File: src/rtl/core/hssm_pkg.sv
// Package: phase codes, result word and line-level decode for the sensor master.
package hssm_pkg;

    localparam int unsigned CMD_W     = 8;
    localparam int unsigned READ_W    = 16;
    localparam int unsigned TICKS_W   = 11;
    localparam int unsigned TCNT_W    = 10;
    localparam int unsigned BCNT_W    = 4;
    localparam int unsigned PHASE_W   = 5;
    localparam logic [TICKS_W-1:0] MAX_TICKS = 11'd1024;

    typedef enum logic [PHASE_W-1:0] {
        PH_IDLE     = 5'd0,
        PH_ST0      = 5'd1,
        PH_ST1      = 5'd2,
        PH_ST2      = 5'd3,
        PH_ST3      = 5'd4,
        PH_ST4      = 5'd5,
        PH_ST5      = 5'd6,
        PH_CMD_LO   = 5'd7,
        PH_CMD_HI   = 5'd8,
        PH_ACK_HI   = 5'd9,
        PH_ACK_LO   = 5'd10,
        PH_WAIT     = 5'd11,
        PH_RD_HI    = 5'd12,
        PH_RD_LO    = 5'd13,
        PH_MACK_LO  = 5'd14,
        PH_MACK_HI  = 5'd15,
        PH_MACK_REL = 5'd16,
        PH_NACK_HI  = 5'd17,
        PH_NACK_LO  = 5'd18
    } t_phase;

    // one result word
    typedef struct packed {
        logic              clock_level;
        logic              data_pull_low;
        logic              busy;
        logic              done;
        logic              ack_error;
        logic [READ_W-1:0] reading;
    } t_result;

    // clock line level held in each phase
    function automatic logic clk_of(input t_phase p);
        logic c;
        case (p)
            PH_ST0, PH_ST1, PH_ST3, PH_ST4, PH_CMD_HI, PH_ACK_HI,
            PH_RD_HI, PH_MACK_HI, PH_NACK_HI: c = 1'b1;
            default: c = 1'b0;
        endcase
        return c;
    endfunction

    // data pull-down per phase; command phases are handled by the caller
    function automatic logic pull_of(input t_phase p);
        logic d;
        case (p)
            PH_ST1, PH_ST2, PH_ST3, PH_MACK_LO, PH_MACK_HI: d = 1'b1;
            default: d = 1'b0;
        endcase
        return d;
    endfunction

endpackage

File: src/rtl/core/humidity_sensor_serial_master_top.sv
// Top level: two-wire humidity sensor master with input and result registers.
// Data path: a word is captured in the input register, then stepped through the
//   sequencer into the result register once the result slot is free or draining.
// Throughput: one word per cycle while the result slot is free or taken; the result
//   register frees the input side whenever the result is taken in the same cycle.
// Reset: synchronous active-low; both stages empty, sequencer idle, phase_ticks = 1.
module humidity_sensor_serial_master_top (
    input  logic                             i_clk,
    input  logic                             i_rst_n,
    // input words
    input  logic                             i_in_valid,
    output logic                             o_in_ready,
    input  logic                             i_kind,
    input  logic [hssm_pkg::CMD_W-1:0]       i_command,
    input  logic                             i_data_line,
    // result words
    output logic                             o_out_valid,
    input  logic                             i_out_ready,
    output logic                             o_clock_level,
    output logic                             o_data_pull_low,
    output logic                             o_busy_res,
    output logic                             o_done_res,
    output logic                             o_ack_error,
    output logic [hssm_pkg::READ_W-1:0]      o_reading,
    // phase_ticks write channel
    input  logic                             i_cfg_valid,
    output logic                             o_cfg_ready,
    input  logic [hssm_pkg::TICKS_W-1:0]     i_cfg_phase_ticks
);
    import hssm_pkg::*;

    // input register
    logic                r_in_valid;
    logic                r_kind;
    logic [CMD_W-1:0]    r_command;
    logic                r_data_line;

    // result register
    logic                r_out_valid;
    t_result             r_res;

    logic [TICKS_W-1:0]  r_phase_ticks;
    logic                advance;
    t_result             seq_res;

    // step the sequencer when a word is held and the result slot is free or draining
    assign advance    = r_in_valid & (~r_out_valid | i_out_ready);
    assign o_in_ready = ~r_in_valid | advance;
    assign o_cfg_ready = 1'b1;

    hssm_seq u_seq (
        .i_clk         (i_clk),
        .i_rst_n       (i_rst_n),
        .i_step        (advance),
        .i_kind        (r_kind),
        .i_command     (r_command),
        .i_data_line   (r_data_line),
        .i_phase_ticks (r_phase_ticks),
        .o_result      (seq_res)
    );

    always_ff @(posedge i_clk) begin
        if (!i_rst_n) begin
            r_in_valid    <= 1'b0;
            r_out_valid   <= 1'b0;
            r_phase_ticks <= TICKS_W'(1);
        end else begin
            if (i_cfg_valid) begin
                r_phase_ticks <= i_cfg_phase_ticks;
            end
            if (o_in_ready) begin
                r_in_valid <= i_in_valid;
            end
            if (advance) begin
                r_out_valid <= 1'b1;
            end else if (i_out_ready) begin
                r_out_valid <= 1'b0;
            end
        end
    end

    // payload registers, no reset
    always_ff @(posedge i_clk) begin
        if (o_in_ready && i_in_valid) begin
            r_kind      <= i_kind;
            r_command   <= i_command;
            r_data_line <= i_data_line;
        end
        if (advance) begin
            r_res <= seq_res;
        end
    end

    assign o_out_valid     = r_out_valid;
    assign o_clock_level   = r_res.clock_level;
    assign o_data_pull_low = r_res.data_pull_low;
    assign o_busy_res      = r_res.busy;
    assign o_done_res      = r_res.done;
    assign o_ack_error     = r_res.ack_error;
    assign o_reading       = r_res.reading;

    a_done_idle: assert property (@(posedge i_clk) disable iff (!i_rst_n)
        (r_out_valid && r_res.done) |-> !r_res.busy)
        else $error("done reported while still busy");

    a_err_with_done: assert property (@(posedge i_clk) disable iff (!i_rst_n)
        (r_out_valid && r_res.ack_error) |-> (r_res.done && r_res.reading == '0))
        else $error("ack error outside done or with data");

    a_read_with_done: assert property (@(posedge i_clk) disable iff (!i_rst_n)
        (r_out_valid && r_res.reading != '0) |-> r_res.done)
        else $error("reading shown outside done");

endmodule

File: src/rtl/core/hssm_seq.sv
// Line sequencer: transaction state and the next-state / result logic for one word.
module hssm_seq (
    input  logic                             i_clk,
    input  logic                             i_rst_n,
    input  logic                             i_step,
    input  logic                             i_kind,
    input  logic [hssm_pkg::CMD_W-1:0]       i_command,
    input  logic                             i_data_line,
    input  logic [hssm_pkg::TICKS_W-1:0]     i_phase_ticks,
    output hssm_pkg::t_result                o_result
);
    import hssm_pkg::*;

    t_phase              r_phase,    n_phase;
    logic [BCNT_W-1:0]   r_bit_cnt,  n_bit_cnt;
    logic [TCNT_W-1:0]   r_tick_cnt, n_tick_cnt;
    logic [CMD_W-1:0]    r_cmd,      n_cmd;
    logic [READ_W-1:0]   r_data,     n_data;
    logic                r_err,      n_err;

    logic [TICKS_W-1:0]  len;
    logic [TICKS_W-1:0]  tick_inc;
    logic                finish;
    logic [2:0]          bit_sel;

    // phase length clamped to 1..1024
    always_comb begin
        if (i_phase_ticks == '0) begin
            len = TICKS_W'(1);
        end else if (i_phase_ticks > MAX_TICKS) begin
            len = MAX_TICKS;
        end else begin
            len = i_phase_ticks;
        end
        tick_inc = {1'b0, r_tick_cnt} + TICKS_W'(1);
    end

    always_comb begin
        n_phase    = r_phase;
        n_bit_cnt  = r_bit_cnt;
        n_tick_cnt = r_tick_cnt;
        n_cmd      = r_cmd;
        n_data     = r_data;
        n_err      = r_err;
        finish     = 1'b0;

        if (i_kind) begin
            if (r_phase == PH_IDLE) begin
                n_cmd      = i_command;
                n_bit_cnt  = '0;
                n_tick_cnt = '0;
                n_data     = '0;
                n_err      = 1'b0;
                n_phase    = PH_ST0;
            end
        end else if (r_phase == PH_WAIT) begin
            if (!i_data_line) begin
                n_phase    = PH_RD_HI;
                n_tick_cnt = '0;
                n_bit_cnt  = '0;
            end
        end else if (r_phase != PH_IDLE) begin
            if (tick_inc < len) begin
                n_tick_cnt = tick_inc[TCNT_W-1:0];
            end else begin
                n_tick_cnt = '0;
                case (r_phase)
                    PH_ST0:    n_phase = PH_ST1;
                    PH_ST1:    n_phase = PH_ST2;
                    PH_ST2:    n_phase = PH_ST3;
                    PH_ST3:    n_phase = PH_ST4;
                    PH_ST4:    n_phase = PH_ST5;
                    PH_ST5:    n_phase = PH_CMD_LO;
                    PH_CMD_LO: n_phase = PH_CMD_HI;
                    PH_CMD_HI: begin
                        if (r_bit_cnt >= BCNT_W'(7)) begin
                            n_bit_cnt = '0;
                            n_phase   = PH_ACK_HI;
                        end else begin
                            n_bit_cnt = r_bit_cnt + BCNT_W'(1);
                            n_phase   = PH_CMD_LO;
                        end
                    end
                    PH_ACK_HI: begin
                        if (i_data_line) n_err = 1'b1;
                        n_phase = PH_ACK_LO;
                    end
                    PH_ACK_LO: begin
                        if (!i_data_line) n_err = 1'b1;
                        if (n_err) finish = 1'b1;
                        else n_phase = PH_WAIT;
                    end
                    PH_RD_HI: begin
                        n_data  = {r_data[READ_W-2:0], i_data_line};
                        n_phase = PH_RD_LO;
                    end
                    PH_RD_LO: begin
                        if (r_bit_cnt == BCNT_W'(7)) begin
                            n_phase = PH_MACK_LO;
                        end else if (r_bit_cnt >= BCNT_W'(15)) begin
                            n_phase = PH_NACK_HI;
                        end else begin
                            n_bit_cnt = r_bit_cnt + BCNT_W'(1);
                            n_phase   = PH_RD_HI;
                        end
                    end
                    PH_MACK_LO:  n_phase = PH_MACK_HI;
                    PH_MACK_HI:  n_phase = PH_MACK_REL;
                    PH_MACK_REL: begin
                        n_bit_cnt = BCNT_W'(8);
                        n_phase   = PH_RD_HI;
                    end
                    PH_NACK_HI: n_phase = PH_NACK_LO;
                    PH_NACK_LO: finish  = 1'b1;
                    default:    n_phase = PH_IDLE;
                endcase
            end
        end

        if (finish) begin
            n_phase    = PH_IDLE;
            n_tick_cnt = '0;
            n_bit_cnt  = '0;
        end
    end

    // result shows the lines after the update
    always_comb begin
        bit_sel                = 3'd7 - n_bit_cnt[2:0];
        o_result.clock_level   = clk_of(n_phase);
        o_result.data_pull_low = pull_of(n_phase);
        if (n_phase == PH_CMD_LO || n_phase == PH_CMD_HI) begin
            o_result.data_pull_low = ~n_cmd[bit_sel];
        end
        o_result.busy      = (n_phase != PH_IDLE);
        o_result.done      = finish;
        o_result.ack_error = finish & n_err;
        o_result.reading   = (finish && !n_err) ? n_data : '0;
    end

    always_ff @(posedge i_clk) begin
        if (!i_rst_n) begin
            r_phase    <= PH_IDLE;
            r_bit_cnt  <= '0;
            r_tick_cnt <= '0;
            r_cmd      <= '0;
            r_data     <= '0;
            r_err      <= 1'b0;
        end else if (i_step) begin
            r_phase    <= n_phase;
            r_bit_cnt  <= n_bit_cnt;
            r_tick_cnt <= n_tick_cnt;
            r_cmd      <= n_cmd;
            r_data     <= n_data;
            r_err      <= n_err;
        end
    end

    a_idle_clean: assert property (@(posedge i_clk) disable iff (!i_rst_n)
        (r_phase == PH_IDLE) |-> (r_tick_cnt == '0 && r_bit_cnt == '0))
        else $error("idle with live counters");

    a_wait_count: assert property (@(posedge i_clk) disable iff (!i_rst_n)
        (r_phase == PH_WAIT) |-> (r_bit_cnt == '0 && !r_err))
        else $error("wait entered with stale bit count or error");

    a_cmd_bits: assert property (@(posedge i_clk) disable iff (!i_rst_n)
        (r_phase == PH_CMD_LO || r_phase == PH_CMD_HI) |-> (r_bit_cnt < BCNT_W'(8)))
        else $error("command bit index out of range");

endmodule
File: config.mk
export PLATFORM = sky130hd
export DESIGN_NAME = humidity_sensor_serial_master_top
export DESIGN_NICKNAME = d
export VERILOG_FILES = /design/src/rtl/core/hssm_pkg.sv /design/src/rtl/core/humidity_sensor_serial_master_top.sv /design/src/rtl/core/hssm_seq.sv
export SDC_FILE = /design/constraint.sdc
export NUM_CORES = 1
export LEC_CHECK = 0
export BUFFER_PORTS_ARGS = -buffer_cell sky130_fd_sc_hd__buf_2
export CAP_MARGIN = 40
export CORE_MARGIN = 10
export CORE_UTILIZATION = 40
export DETAILED_ROUTE_END_ITERATION = 6
export GPL_ROUTABILITY_DRIVEN = 0
export GPL_TIMING_DRIVEN = 0
export PLACE_DENSITY = 0.7
export SETUP_SLACK_MARGIN = 0.5
export SYNTH_ARGS = -nofsm -noshare
export SYNTH_HDL_FRONTEND = slang
export SYNTH_SLANG_ARGS = --single-unit
File: constraint.sdc
create_clock -name i_clk -period 5.85 [get_ports i_clk]
set_clock_uncertainty 0.1 [all_clocks]
set_input_delay 1.17 -clock i_clk [delete_from_list [all_inputs] [get_ports i_clk]]
set_output_delay 1.17 -clock i_clk [all_outputs]
set_load 0.02 [all_outputs]
==> flow_metrics.tcl <==
set metrics [dict create \
    rsz0062_at_grt "false" \
    ant_nets 0 \
    vias_per_cell 5.45 \
    pwr_density_cell_nw_per_um2 251 \
    synth_area_um2 4930 \
    post-cts-setup-buffer-count 0 \
    fp.dieH_um 131 \
    netlist_instances 540 \
    required_ns 5.93 \
    core_um2 12100 \
    die_area_um2 17200 \
    cts_tree "built" \
    wl_um 11500 \
    yosys-top-cells-area "dfxtp_1 (23%), edfxtp_1 (19%), a22oi_1 (6.2%)" \
    synth_top_area_frac 0.231 \
    end_kind "flop" \
    wl_per_cell_um 14.8 \
    io_pins 50 \
    synth-edff-count 31 \
    yosys.area_share.simple 0.237 \
    ys_async_sr_fraction 0 \
    hold_path_class "reg -> reg" \
    crit_chain "ha_1 > nand3_1 > nor2_1 > and3_1 > xor2_1 > ha_1 > nand4_1 > a2111oi_2 > o21ai_2 > a211oi_2 > buf_2 > nand2b_1 > inv_1 > ha_1 > nand2b_1 > nand3_1 > or4b_1 > o31ai_2" \
    min_period_over_period 0.787 \
    synthTopCellsByCount "nand2_1 (79), dfxtp_1 (57), nor2b_1 (46)" \
    ctsResizeCount 0 \
    fin_setup_tns_ns 0 \
    critPathLaunchType "flop" \
    grt_pass1_wl_um 19500 \
    holdBufCountCts 0 \
    row_count 40 \
    htreeDepth 3 \
    crit_slowest_cell "or4b_1" \
    vias 4209 \
    grt_max_degree 18 \
    pre_cts_slack_ns 1.31 \
    period_needed_ns 4.60 \
    syn_nets 582 \
    worstPathMaxFanout 10 \
    ys_seq_elements 88 \
    fin_util 0.472 \
    crit_top_cell "ha_1" \
    avgSynthCellArea_um2 9.13 \
    vdd_drop_max_v 0.000164 \
    max-slew-margin-rel 0.369 \
    fin_total_pwr_mw 1.43 \
    max-clock-path-buffers 2 \
    clk_pin_slew_ns 0.07 \
    critPathKind "reg -> reg" \
    finalNetCount 641 \
    cts_sinks 88 \
    yosysSeqAreaShare 0.420 \
    crit_arrival_ns 4.69 \
    fmax_mhz 217 \
    yosys_most_used_dff "dfxtp_1" \
    cts_buffers 9 \
    power_leakage_nw 2.05 \
    start_util 0.409 \
    synthAdderAreaFrac 0.0406 \
    grt_pass1_vias 4147 \
    fp.dieW_um 131 \
    hold_viol 0 \
    grtUsageTotal 0.140 \
    clock_latency_ns 0.35 \
    placed_cell_area_um2 5390 \
    drv_cap 0 \
    num_antenna_cells 0 \
    drtIter0Drc 378 \
    slew_violations 0 \
    setup_viol 0 \
    hold_ws_ns 0.366 \
    crit_buf_inv 2 \
    synth_top_cell_by_area "dfxtp_1" \
    tightest_slew_ns 0.939 \
    final_area_um2 5700 \
    synth_most_common_cell "nand2_1" \
    yosysWarnings 0 \
    port_buffers 47 \
    outcome "finished, final reports clean" \
    muxShareOfSynthArea 0.0365 \
    first_pass_iters 5 \
    synth_top_family_by_area "simple AND/OR/NAND/NOR gates" \
    antenna_found_initial 0 \
    path_delay_family "simple AND/OR/NAND/NOR gates" \
    critPathMaxStageDelay_ns 0.46 \
    synth-compound-area-share 0.209 \
    placed_cells 756 \
    timing.final.ws_setup_ns 1.25 \
    route.detailed.drc 0 \
    drive_gt1_frac 0.161 \
    gr-total-overflow 0 \
    yosysUniqueCellTypes 70 \
    synth_xor_area_frac 0.0178 \
    syn_to_final_growth_pct 15.5 \
    cts-root-buf "clkbuf_16" \
    instances_no_fill 772 \
    hpwl_um 8370 \
]
layout make-up:
type                            instances  area (µm²)
Inverter                                6        22.5
Buffer                                 35         164
Fill cell                            1169        6370
Multi-Input combinational cell        411        2670
Clock buffer                            9         225
Tap cell                              168         210
Sequential cell                        88        2070
Clock inverter                          7        77.6
Timing Repair Buffer                   48         250
final timing paths:
| check | from | end | slack (ns) | cells past startpoint |
|---|---|---|---|---|
| worst max-delay path | u_seq.r_tick_cnt[0]$_SDFFE_PN0P_ | o_data_pull_low$_DFFE_PP_ | 1.25 | 18 |
| worst max register to register | u_seq.r_tick_cnt[0]$_SDFFE_PN0P_ | o_data_pull_low$_DFFE_PP_ | 1.25 | 18 |
| worst min register to register | u_seq.r_cmd[5]$_SDFFE_PN0P_ | u_seq.r_cmd[5]$_SDFFE_PN0P_ | 0.37 | 2 |
| worst min-delay path | u_seq.r_cmd[5]$_SDFFE_PN0P_ | u_seq.r_cmd[5]$_SDFFE_PN0P_ | 0.37 | 2 |
flip-flops by register name, summed over array words and instances, names as in the netlist, 4 cells and up:
signal / count
u_seq.r_phase: 5
u_seq.r_data: 16
u_seq.r_bit_cnt: 4
u_seq.r_tick_cnt: 10
r_phase_ticks: 11
o_reading: 16
u_seq.r_cmd: 8
r_command: 8
worst register-to-register path: cells and delay by family, from the launching register on:
| family | cells | cell delay, ns |
|---|---|---|
| xor gates and xnor gates | 1 | 0.24 |
| DFF | 1 | 0.40 |
| adders and majority gates | 3 | 0.62 |
| buffers and inverters | 2 | 0.45 |
| AOI/OAI and AO/OA | 4 | 0.97 |
| and+or+nand+nor | 8 | 1.65 |
cells by family (layout without fill, tap and decap cells):
logic type      count (synthesis)  in the layout
xor+xnor                       10             10
buf+inv                        41            105
compound gates                142            142
fa+ha+maj                      16             16
other cells                     1              1
simple gates                  224            224
mux                            18             18
flops                          88             88
report_power, final:
| part | switching, mW | internal, mW | leakage, nW |
|---|---|---|---|
| sequential | 0.0103 | 0.654 | 0.751 |
| clock | 0.257 | 0.335 | 0.142 |
| combinational | 0.110 | 0.0657 | 1.16 |
| total | 0.377 | 1.05 | 2.05 |
routing by layer:
metal | GRT usage | part of all wire | up-vias
met3 | 0.0330 | 0.069 | 24
met5 | 0 | 0 | -
li1 | - | - | 2065
met2 | 0.222 | 0.45 | 143
met1 | 0.176 | 0.46 | 1977
met4 | 0.0700 | 0.024 | 0
layout by cell type (no fill, tap or decap), types with 3 or more instances in the layout:
cell type  Yosys  layout
nand2_1       79      79
dfxtp_1       57      57
buf_2          2      49
nor2b_1       46      46
a22oi_1       41      41
nor2_1        32      32
edfxtp_1      31      31
clkbuf_1      26      26
a21oi_1       24      24
mux2i_1       18      18
ha_1          16      16
a21boi_0      14      14
o21ai_0       14      14
nand3_1       11      11
and3_1         9       9
and2_1         9       9
clkbuf_16      0       9
o21a_1         6       6
nand2b_1       5       5
xor2_1         5       5
xnor2_1        5       5
nor3_1         4       4
o21ai_1        4       4
buf_4          4       4
o22ai_1        4       4
a31oi_1        4       4
inv_1          4       4
o21ai_2        3       3
clkinv_1       2       3
nand4_1        3       3
nor2_2         3       3
nor3b_1        3       3
Power figures use the tool's default switching activity.
